**src/hw/rtl/distance_vector_route_table_assert.svh**
```systemverilog
// Assertion macros shared by the route table RTL.
`ifndef DISTANCE_VECTOR_ROUTE_TABLE_ASSERT_SVH
`define DISTANCE_VECTOR_ROUTE_TABLE_ASSERT_SVH

// Condition that must hold at every clock edge outside reset.
`define DVRT_ASSERT_ALWAYS(label, cond) \
   label: assert property (@(posedge clock) disable iff (reset) (cond)) \
      else $error("dvrt assertion failed");

// Antecedent one cycle, consequent the next cycle.
`define DVRT_ASSERT_NEXT(label, ante, cons) \
   label: assert property (@(posedge clock) disable iff (reset) (ante) |=> (cons)) \
      else $error("dvrt assertion failed");

`endif

```
**src/hw/rtl/dvrt_pkg.sv**
```systemverilog
// Types, constants and codes of the distance-vector route table.
package dvrt_pkg;

   localparam int TABLE_DEPTH = 32;
   localparam int IDX_W       = $clog2(TABLE_DEPTH);
   localparam int CNT_W       = $clog2(TABLE_DEPTH + 1);

   localparam logic [7:0] METRIC_MAX = 8'd255;

   // opcodes
   localparam logic [2:0] OP_INSTALL = 3'd0;
   localparam logic [2:0] OP_DV      = 3'd1;
   localparam logic [2:0] OP_LOOKUP  = 3'd2;
   localparam logic [2:0] OP_SWEEP   = 3'd3;
   localparam logic [2:0] OP_EXPORT  = 3'd4;

   // result status codes
   localparam logic [2:0] ST_DONE         = 3'd0;
   localparam logic [2:0] ST_FORWARDED    = 3'd1;
   localparam logic [2:0] ST_NO_ROUTE     = 3'd2;
   localparam logic [2:0] ST_LOCAL        = 3'd3;
   localparam logic [2:0] ST_TTL_EXPIRED  = 3'd4;
   localparam logic [2:0] ST_FULL         = 3'd5;
   localparam logic [2:0] ST_EXPORT       = 3'd6;
   localparam logic [2:0] ST_EXPORT_EMPTY = 3'd7;

   // configuration register indexes
   localparam logic [1:0] CSR_MY_ID        = 2'd0;
   localparam logic [1:0] CSR_MAX_AGE      = 2'd1;
   localparam logic [1:0] CSR_METRIC_LIMIT = 2'd2;

   typedef struct packed {
      logic [2:0]  opcode;
      logic [7:0]  dest_id;
      logic [7:0]  neighbor_id;
      logic [7:0]  metric;
      logic [7:0]  ttl;
      logic [15:0] now;
      logic        end_of_vector;
   } req_type;

   typedef struct packed {
      logic [2:0] status;
      logic [7:0] next_hop;
      logic [7:0] out_dest;
      logic [7:0] out_metric;
      logic [7:0] ttl_out;
      logic [5:0] removed_count;
      logic       last;
   } rsp_type;

   typedef struct packed {
      logic [7:0]  dest;
      logic [7:0]  metric;
      logic [7:0]  hop;
      logic [15:0] stamp;
   } entry_type;

   typedef struct packed {
      logic [7:0]  my_id;
      logic [15:0] max_age;
      logic [7:0]  metric_limit;
   } cfg_type;

   // per-entry verdicts of the compare unit
   typedef struct packed {
      logic       dest_hit;
      logic       dv_take;
      logic       stale_rm;
      logic       exp_ok;
      logic [7:0] cand;
   } eval_type;

endpackage

```
**src/hw/rtl/dvrt_table.sv**
```systemverilog
// Route storage: one write port, one registered read port.
module dvrt_table (
   input  logic                           clock,
   input  logic                           we,
   input  logic [dvrt_pkg::IDX_W-1:0]     wr_addr,
   input  dvrt_pkg::entry_type            wr_data,
   input  logic                           rd_en,
   input  logic [dvrt_pkg::IDX_W-1:0]     rd_addr,
   output dvrt_pkg::entry_type            rd_data
);

   dvrt_pkg::entry_type mem [dvrt_pkg::TABLE_DEPTH];
   dvrt_pkg::entry_type rd_data_ff;

   always_ff @(posedge clock) begin
      if (we) begin
         mem[wr_addr] <= wr_data;
      end
      if (rd_en) begin
         rd_data_ff <= mem[rd_addr];
      end
   end

   assign rd_data = rd_data_ff;

endmodule

```
**src/hw/rtl/dvrt_eval.sv**
```systemverilog
// Shared compare unit: judges one stored route against the current word.
module dvrt_eval (
   input  dvrt_pkg::entry_type entry,
   input  dvrt_pkg::req_type   req,
   input  dvrt_pkg::cfg_type   cfg,
   output dvrt_pkg::eval_type  verdict
);

   logic [15:0] age;
   logic [7:0]  cand;

   always_comb begin
      cand = (req.metric == dvrt_pkg::METRIC_MAX) ? dvrt_pkg::METRIC_MAX
                                                   : req.metric + 8'd1;
      age  = req.now - entry.stamp;
      verdict.cand     = cand;
      verdict.dest_hit = (entry.dest == req.dest_id);
      verdict.dv_take  = (entry.metric > cand) || (entry.hop == req.neighbor_id);
      verdict.stale_rm = (entry.dest != cfg.my_id)
                         && ((age > cfg.max_age) || (entry.metric > cfg.metric_limit));
      verdict.exp_ok   = (entry.hop != req.neighbor_id);
   end

endmodule

```
**src/hw/rtl/distance_vector_route_table.sv**
```systemverilog
// Distance-vector route table top level: sequencer, config registers, output register.
// Sequence: accept in idle, early answers in start, then a read and a judge state per table
//   entry visited; a swept-out entry adds a read of the last entry and a write into the hole.
// Throughput: one word at a time; lookups, installs and updates scan the N stored routes in
//   turn, one read at a time through the single registered read port of the table.
// Export results stream out, each one held until the next qualifying route is found or the scan ends.
// Reset (synchronous, active high) clears count, sequencer, output valid and config to defaults;
//   table contents are not cleared, only entries below the count are ever read.
module distance_vector_route_table (
   input  logic                clock,
   input  logic                reset,
   input  logic                req_valid,
   output logic                req_stall,
   input  dvrt_pkg::req_type   req_data,
   output logic                rsp_valid,
   input  logic                rsp_stall,
   output dvrt_pkg::rsp_type   rsp_data,
   input  logic                csr_valid,
   output logic                csr_ready,
   input  logic [1:0]          csr_index,
   input  logic [15:0]         csr_data
);

`include "distance_vector_route_table_assert.svh"

   // sequencer states
   localparam logic [2:0] S_IDLE   = 3'd0;
   localparam logic [2:0] S_START  = 3'd1;  // early answers, scan setup
   localparam logic [2:0] S_RD     = 3'd2;  // issue read of entry idx
   localparam logic [2:0] S_CHK    = 3'd3;  // judge entry idx
   localparam logic [2:0] S_SW_RDL = 3'd4;  // sweep: read last entry
   localparam logic [2:0] S_SW_WR  = 3'd5;  // sweep: move last entry into the hole
   localparam logic [2:0] S_FIN    = 3'd6;  // scan exhausted

   logic [2:0]                  st_ff, st_in;
   dvrt_pkg::req_type           req_ff, req_in;
   dvrt_pkg::cfg_type           cfg_ff, cfg_in;
   logic [dvrt_pkg::CNT_W-1:0]  idx_ff, idx_in;
   logic [dvrt_pkg::CNT_W-1:0]  cnt_ff, cnt_in;
   logic [5:0]                  rem_ff, rem_in;
   logic                        pend_v_ff, pend_v_in;
   logic [7:0]                  pend_dest_ff, pend_dest_in;
   logic [7:0]                  pend_met_ff, pend_met_in;
   logic                        rsp_valid_ff, rsp_valid_in;
   dvrt_pkg::rsp_type           rsp_ff, rsp_in;

   logic                        tbl_we, tbl_rd_en;
   logic [dvrt_pkg::IDX_W-1:0]  tbl_wr_addr, tbl_rd_addr;
   dvrt_pkg::entry_type         tbl_wr_data, tbl_rd_data;
   dvrt_pkg::eval_type          verdict;

   logic                        out_free, emit;
   logic [dvrt_pkg::CNT_W-1:0]  cnt_m1;
   dvrt_pkg::rsp_type           res;
   logic                        csr_we;

   dvrt_table u_table (
      .clock   (clock),
      .we      (tbl_we),
      .wr_addr (tbl_wr_addr),
      .wr_data (tbl_wr_data),
      .rd_en   (tbl_rd_en),
      .rd_addr (tbl_rd_addr),
      .rd_data (tbl_rd_data)
   );

   dvrt_eval u_eval (
      .entry   (tbl_rd_data),
      .req     (req_ff),
      .cfg     (cfg_ff),
      .verdict (verdict)
   );

   assign req_stall = (st_ff != S_IDLE);
   assign csr_ready = 1'b1;
   assign csr_we    = csr_valid && csr_ready;
   assign rsp_valid = rsp_valid_ff;
   assign rsp_data  = rsp_ff;
   assign out_free  = !rsp_valid_ff || !rsp_stall;
   assign cnt_m1    = cnt_ff - dvrt_pkg::CNT_W'(1);

   // config writes; indexes past the list are dropped
   always_comb begin
      cfg_in = cfg_ff;
      if (csr_we) begin
         unique case (csr_index)
            dvrt_pkg::CSR_MY_ID:        cfg_in.my_id        = csr_data[7:0];
            dvrt_pkg::CSR_MAX_AGE:      cfg_in.max_age      = csr_data;
            dvrt_pkg::CSR_METRIC_LIMIT: cfg_in.metric_limit = csr_data[7:0];
            default:                    cfg_in = cfg_ff;
         endcase
      end
   end

   always_comb begin
      st_in        = st_ff;
      req_in       = req_ff;
      idx_in       = idx_ff;
      cnt_in       = cnt_ff;
      rem_in       = rem_ff;
      pend_v_in    = pend_v_ff;
      pend_dest_in = pend_dest_ff;
      pend_met_in  = pend_met_ff;
      tbl_we       = 1'b0;
      tbl_wr_addr  = idx_ff[dvrt_pkg::IDX_W-1:0];
      tbl_wr_data  = '{dest: req_ff.dest_id, metric: req_ff.metric,
                       hop: req_ff.neighbor_id, stamp: req_ff.now};
      tbl_rd_en    = 1'b0;
      tbl_rd_addr  = idx_ff[dvrt_pkg::IDX_W-1:0];
      emit         = 1'b0;
      res          = '0;
      res.last     = 1'b1;

      unique case (st_ff)
         S_IDLE: begin
            if (req_valid) begin
               req_in = req_data;
               st_in  = S_START;
            end
         end
         S_START: begin
            idx_in    = '0;
            rem_in    = '0;
            pend_v_in = 1'b0;
            if (req_ff.opcode > dvrt_pkg::OP_EXPORT) begin
               res.status = dvrt_pkg::ST_DONE;
               emit       = out_free;
            end else if (req_ff.opcode == dvrt_pkg::OP_LOOKUP
                         && req_ff.dest_id == cfg_ff.my_id) begin
               res.status = dvrt_pkg::ST_LOCAL;
               emit       = out_free;
            end else if (req_ff.opcode == dvrt_pkg::OP_LOOKUP && req_ff.ttl <= 8'd1) begin
               res.status = dvrt_pkg::ST_TTL_EXPIRED;
               emit       = out_free;
            end else begin
               st_in = S_RD;
            end
            if (emit) begin
               st_in = S_IDLE;
            end
         end
         S_RD: begin
            if (idx_ff < cnt_ff) begin
               tbl_rd_en = 1'b1;
               st_in     = S_CHK;
            end else begin
               st_in = S_FIN;
            end
         end
         S_CHK: begin
            unique case (req_ff.opcode)
               dvrt_pkg::OP_INSTALL, dvrt_pkg::OP_DV, dvrt_pkg::OP_LOOKUP: begin
                  if (verdict.dest_hit) begin
                     if (out_free) begin
                        emit = 1'b1;
                        st_in = S_IDLE;
                        if (req_ff.opcode == dvrt_pkg::OP_LOOKUP) begin
                           res.status   = dvrt_pkg::ST_FORWARDED;
                           res.next_hop = tbl_rd_data.hop;
                           res.ttl_out  = req_ff.ttl - 8'd1;
                        end else begin
                           res.status = dvrt_pkg::ST_DONE;
                           if (req_ff.opcode == dvrt_pkg::OP_INSTALL) begin
                              tbl_we = 1'b1;
                           end else begin
                              tbl_we             = verdict.dv_take;
                              tbl_wr_data.metric = verdict.cand;
                           end
                        end
                     end
                  end else begin
                     idx_in = idx_ff + dvrt_pkg::CNT_W'(1);
                     st_in  = S_RD;
                  end
               end
               dvrt_pkg::OP_SWEEP: begin
                  if (verdict.stale_rm) begin
                     st_in = S_SW_RDL;
                  end else begin
                     idx_in = idx_ff + dvrt_pkg::CNT_W'(1);
                     st_in  = S_RD;
                  end
               end
               dvrt_pkg::OP_EXPORT: begin
                  if (!verdict.exp_ok) begin
                     idx_in = idx_ff + dvrt_pkg::CNT_W'(1);
                     st_in  = S_RD;
                  end else if (!pend_v_ff || out_free) begin
                     // previous find goes out, this one is held until we know if it is last
                     emit           = pend_v_ff;
                     res.status     = dvrt_pkg::ST_EXPORT;
                     res.out_dest   = pend_dest_ff;
                     res.out_metric = pend_met_ff;
                     res.last       = 1'b0;
                     pend_v_in      = 1'b1;
                     pend_dest_in   = tbl_rd_data.dest;
                     pend_met_in    = tbl_rd_data.metric;
                     idx_in         = idx_ff + dvrt_pkg::CNT_W'(1);
                     st_in          = S_RD;
                  end
               end
               default: begin
                  st_in = S_FIN;
               end
            endcase
         end
         S_SW_RDL: begin
            tbl_rd_en   = 1'b1;
            tbl_rd_addr = cnt_m1[dvrt_pkg::IDX_W-1:0];
            st_in       = S_SW_WR;
         end
         S_SW_WR: begin
            // rechecks the moved entry in the same slot
            tbl_we      = 1'b1;
            tbl_wr_data = tbl_rd_data;
            cnt_in      = cnt_m1;
            rem_in      = (rem_ff == 6'd63) ? rem_ff : rem_ff + 6'd1;
            st_in       = S_RD;
         end
         S_FIN: begin
            if (out_free) begin
               emit  = 1'b1;
               st_in = S_IDLE;
               unique case (req_ff.opcode)
                  dvrt_pkg::OP_INSTALL, dvrt_pkg::OP_DV: begin
                     if (cnt_ff < dvrt_pkg::CNT_W'(dvrt_pkg::TABLE_DEPTH)) begin
                        res.status  = dvrt_pkg::ST_DONE;
                        tbl_we      = 1'b1;
                        tbl_wr_addr = cnt_ff[dvrt_pkg::IDX_W-1:0];
                        if (req_ff.opcode == dvrt_pkg::OP_DV) begin
                           tbl_wr_data.metric = verdict.cand;
                        end
                        cnt_in = cnt_ff + dvrt_pkg::CNT_W'(1);
                     end else begin
                        res.status = dvrt_pkg::ST_FULL;
                     end
                  end
                  dvrt_pkg::OP_LOOKUP: res.status = dvrt_pkg::ST_NO_ROUTE;
                  dvrt_pkg::OP_SWEEP: begin
                     res.status        = dvrt_pkg::ST_DONE;
                     res.removed_count = rem_ff;
                  end
                  dvrt_pkg::OP_EXPORT: begin
                     if (pend_v_ff) begin
                        res.status     = dvrt_pkg::ST_EXPORT;
                        res.out_dest   = pend_dest_ff;
                        res.out_metric = pend_met_ff;
                     end else begin
                        res.status = dvrt_pkg::ST_EXPORT_EMPTY;
                     end
                  end
                  default: res.status = dvrt_pkg::ST_DONE;
               endcase
            end
         end
         default: st_in = S_IDLE;
      endcase
   end

   always_comb begin
      rsp_in = rsp_ff;
      if (emit) begin
         rsp_valid_in = 1'b1;
         rsp_in       = res;
      end else if (!rsp_stall) begin
         rsp_valid_in = 1'b0;
      end else begin
         rsp_valid_in = rsp_valid_ff;
      end
   end

   always_ff @(posedge clock) begin
      if (reset) begin
         st_ff        <= S_IDLE;
         cnt_ff       <= '0;
         rsp_valid_ff <= 1'b0;
         pend_v_ff    <= 1'b0;
         cfg_ff       <= '{my_id: 8'd0, max_age: 16'd5, metric_limit: 8'd16};
      end else begin
         st_ff        <= st_in;
         cnt_ff       <= cnt_in;
         rsp_valid_ff <= rsp_valid_in;
         pend_v_ff    <= pend_v_in;
         cfg_ff       <= cfg_in;
      end
   end

   always_ff @(posedge clock) begin
      req_ff       <= req_in;
      idx_ff       <= idx_in;
      rem_ff       <= rem_in;
      pend_dest_ff <= pend_dest_in;
      pend_met_ff  <= pend_met_in;
      rsp_ff       <= rsp_in;
   end

   // checks
   `DVRT_ASSERT_ALWAYS(a_count_bound, cnt_ff <= dvrt_pkg::CNT_W'(dvrt_pkg::TABLE_DEPTH))
   `DVRT_ASSERT_NEXT(a_accept_starts, req_valid && !req_stall, st_ff == S_START)
   `DVRT_ASSERT_ALWAYS(a_write_states, !tbl_we || st_ff == S_CHK || st_ff == S_SW_WR || st_ff == S_FIN)

endmodule

```
**config.mk**
```make
export PLATFORM = sky130hd
export DESIGN_NAME = distance_vector_route_table
export DESIGN_NICKNAME = d
export VERILOG_FILES = /design/src/hw/rtl/dvrt_pkg.sv /design/src/hw/rtl/dvrt_table.sv /design/src/hw/rtl/dvrt_eval.sv /design/src/hw/rtl/distance_vector_route_table.sv
export VERILOG_INCLUDE_DIRS = /design/src /design/src/hw/rtl
export SDC_FILE = /design/constraint.sdc
export NUM_CORES = 2
export LEC_CHECK = 0
export BUFFER_PORTS_ARGS = -buffer_cell sky130_fd_sc_hd__buf_4
export CAP_MARGIN = 20
export CELL_PAD_IN_SITES_DETAIL_PLACEMENT = 0
export CELL_PAD_IN_SITES_GLOBAL_PLACEMENT = 1
export CORE_MARGIN = 3
export CORE_UTILIZATION = 55
export CTS_CLUSTER_SIZE = 12
export DETAILED_ROUTE_END_ITERATION = 8
export HOLD_SLACK_MARGIN = 0.06
export PLACE_DENSITY = 0.77
export SLEW_MARGIN = 20
export SYNTH_ARGS = -nofsm -noshare
export SYNTH_HDL_FRONTEND = slang
export SYNTH_SLANG_ARGS = --single-unit
```
**constraint.sdc**
```tcl
create_clock -name clock -period 11.2 [get_ports clock]
set_clock_uncertainty 0.05 [all_clocks]
set_input_delay 0.56 -clock clock [delete_from_list [all_inputs] [get_ports clock]]
set_output_delay 0.56 -clock clock [all_outputs]
set_load 0.02 [all_outputs]
```
==> reports/metrics.yaml <==
outcome: "finished clean"
finalMaxSlewViolations: 0
layout-area-overhead-vs-synth_pct: 12.8
first_global_vias: 33322
clock_sinks: 1484
synth_fp_nets: 4066
setup_viol_count_final: 0
total_global_routing_track_utilization: 0.268
synth.yosys.warnings: 0
drt-initial-drc-count: 3733
synth_seq_area_share: 0.720
end_kind: "register"
power_leakage_uw: 0.0244
startpoint_type: "register"
clk-insertion-delay-late_ns: 0.74
placement.io_buffers: 117
synth_top_family_by_area: "multiplexers"
post-dp-hpwl_um: 82700
syn_inst_count: 3931
postSynth.topFlopCell: "sky130_fd_sc_hd__edfxtp_1"
post_synth_instance_area_um2: 61300
yosys_register_bits: 1484
slew-limit-headroom: 0.229
antenna_violations_before_repair: 3
yosysUniqueCellTypes: 78
post_synth.cell_area_avg_um2: 15.6
design.final.nets: 4300
core_um2: 110000
finalHoldViolations: 0
finalCritPeriodShare: 0.497
final_instance_area_um2: 69100
async_flop_share: 0
die_h_um: 340
final_antenna_violating_net_count: 0
crit_required_ns: 11.51
cts-buffers-inserted: 153
synth.mux.area_fraction: 0.120
routed-via-count: 34884
setup_tns_ns: 0
dr.pass1.iters: 6
cts-root-to-sink-buffers: 3
rsz0062_at_grt: "false"
dpl-instance-area_um2: 63900
worst_hold_path_type: "in -> reg"
drt-wirelength-per-cell_um: 27.4
worst-slew-pin-transition_ns: 1.16
maxCapViolations: 0
worst_ep_arrival_time_ns: 5.87
crit_type: "reg -> reg"
detail_route.drc_violations: 0
initial_core_utilization: 0.559
timing.critical_path.buf_inv: 1
crit_fanout: 6
worst_path_dominant_cell_family: "compound AO/OA/AOI/OAI gates"
die-area_um2: 116000
synth_edf_count: 1441
power_density_nw_per_um2: 206
path_cells: "inv_1 > ha_1 > fa_1 > nor2b_1 > o31a_1 > o32ai_1 > o21ai_0 > nand4b_1 > o211ai_1 > ha_1 > nand4_1 > or4_1 > or2_2 > o311ai_1 > nand3_1 > o21ai_0"
cts_tree: "built"
synth_simple_gate_area_share: 0.0585
drive_gt1_frac: 0.116
placement_rows: 121
timing.critical_path.slowest_cell_delay_ns: 0.79
fmax_mhz: 180
critical-path-slowest-cell: "sky130_fd_sc_hd__o21ai_0"
synth_area_in_xor_xnor: 0.00900
grt_remaining_overflow: 0
io-pin-count: 120
synth_compound_gate_area_share: 0.0540
finalWorstPathRequiredPeriod_ns: 5.56
ctsHtreeMaxLevel: 4
vdd_ir_drop_max_mv: 0.170
die_width_um: 340
pin_count_of_the_biggest_net_entering_global_routing: 150
gp_routability_congestion: 0.858
ctsRootBufferMaster: "sky130_fd_sc_hd__clkbuf_16"
routed_wl_um: 157000
total_power_uw: 14300
cts.clk_slew.worst_paths_ns: 0.06
postCtsResizedCells: 0
grt_pass1_wl_um: 225000
post_synth_fa_ha_maj_area_fraction: 0.0124
via_per_inst: 6.09
finish.utilization: 0.630
## cell usage after synthesis (all sizes together), types with 15 or more instances
cell type	instances	area share
edfxtp	1441	0.71
mux2i	732	0.12
nand2	476	0.029
a21oi	217	0.018
buf	142	0.017
o22ai	85	0.0087
o32ai	80	0.012
clkbuf	71	0.0043
inv	69	0.0042
nor2	64	0.0039
ha	59	0.012
nor4	56	0.0064
o21ai	49	0.0041
dfxtp	43	0.014
nor3	40	0.0033
and2	38	0.0039
xnor2	37	0.0053
xor2	26	0.0037
nand3	22	0.0018
nand4	17	0.0018
nand2b	15	0.0016
## final timing paths
kind | cells past startpoint | startpoint | slack, ns | to
setup / recovery | 16 | req_ff[1] | 5.64 | idx_ff[3]
hold / removal | 3 | req_valid | 0.17 | st_ff[0]
setup reg to reg | 16 | req_ff[1] | 5.64 | idx_ff[3]
hold reg to reg | 2 | cfg_ff[13] | 0.40 | cfg_ff[13]
## state kept, by name, summed over array words and instances (netlist names)
name and count:
rem_ff 6, u_table.rd_data 40, st_ff 3, u_table.mem 1280, pend_met_ff 8, rsp_data 42
pend_dest_ff 8, req_ff 51, pend_v_ff 1, cnt_ff 6, idx_ff 6, rsp_valid 1
cfg_ff 32
## placed cells by master (no fill, tap or decap), types with 37 or more instances in the layout
cell / netlist / layout
sky130_fd_sc_hd__ha_1: 59 / 59
sky130_fd_sc_hd__clkbuf_16: 0 / 156
sky130_fd_sc_hd__clkbuf_1: 71 / 39
sky130_fd_sc_hd__dlygate4sd3_1: 0 / 67
sky130_fd_sc_hd__nor4_1: 49 / 41
sky130_fd_sc_hd__mux2i_1: 732 / 732
sky130_fd_sc_hd__and2_1: 38 / 38
sky130_fd_sc_hd__nand2_1: 476 / 472
sky130_fd_sc_hd__nor2_1: 64 / 62
sky130_fd_sc_hd__o22ai_1: 85 / 85
sky130_fd_sc_hd__o32ai_1: 79 / 79
sky130_fd_sc_hd__inv_1: 69 / 69
sky130_fd_sc_hd__xnor2_1: 37 / 37
sky130_fd_sc_hd__dfxtp_1: 43 / 43
sky130_fd_sc_hd__buf_4: 59 / 221
sky130_fd_sc_hd__edfxtp_1: 1441 / 1441
sky130_fd_sc_hd__a21oi_1: 217 / 216
## cells by family after synthesis
logic type	after synthesis
other	1
AOI/OAI and AO/OA	523
adders and majority gates	60
xor gates and xnor gates	63
buffers and inverters	282
and+or+nand+nor	784
DFF	1484
muxes	734
## tightest hold or removal path, delay by kind of cell
family,cells,cell delay (ns)
buffers and inverters,1,0.08
AOI/OAI and AO/OA,2,0.28
## layout make-up
type / count / area, µm²
sequential: 1484 / 44100
fill: 7887 / 40600
multi-input combinational: 2165 / 16000
clock buffer: 198 / 4090
timing repair buffer: 292 / 2410
tap: 1476 / 1850
clock inverter: 43 / 385
inverter: 69 / 259
antenna: 1 / 2.50
## per-layer routing
| metal | up-vias | routed length (µm) | GRT usage |
|---|---|---|---|
| li1 | 15505 | - | - |
| met1 | 17610 | 66600 | 0.387 |
| met2 | 1533 | 73600 | 0.421 |
| met3 | 236 | 13100 | 0.0475 |
| met4 | 0 | 3830 | 0.0785 |
| met5 | - | 0 | 0 |
## where the power goes
group          internal (µW)  total [µW]  switching (µW)
logic                   1110        3060            1950
registers               6430        6530            99.4
clock network           2670        4650            1990
## metrics by stage
step / cells / hold WS (ns) / worst slack, ns
after floorplan: 3931 / 0.386 / 4.20
after global placement: 5419 / 0.394 / 5.83
after CTS: 5727 / 0.123 / 5.72
final: 5728 / 0.167 / 5.64
after global routing: 5727 / 0.165 / 5.42
after detailed placement: 5419 / 0.399 / 5.72
## timing repair
item / 4_1_cts / 5_1_grt
endpoints found under the hold margin: 83 / 0
setup buffers: 0 / 0
hold buffers: 67 / 0
No activity file was read; power rests on OpenSTA's default activity.
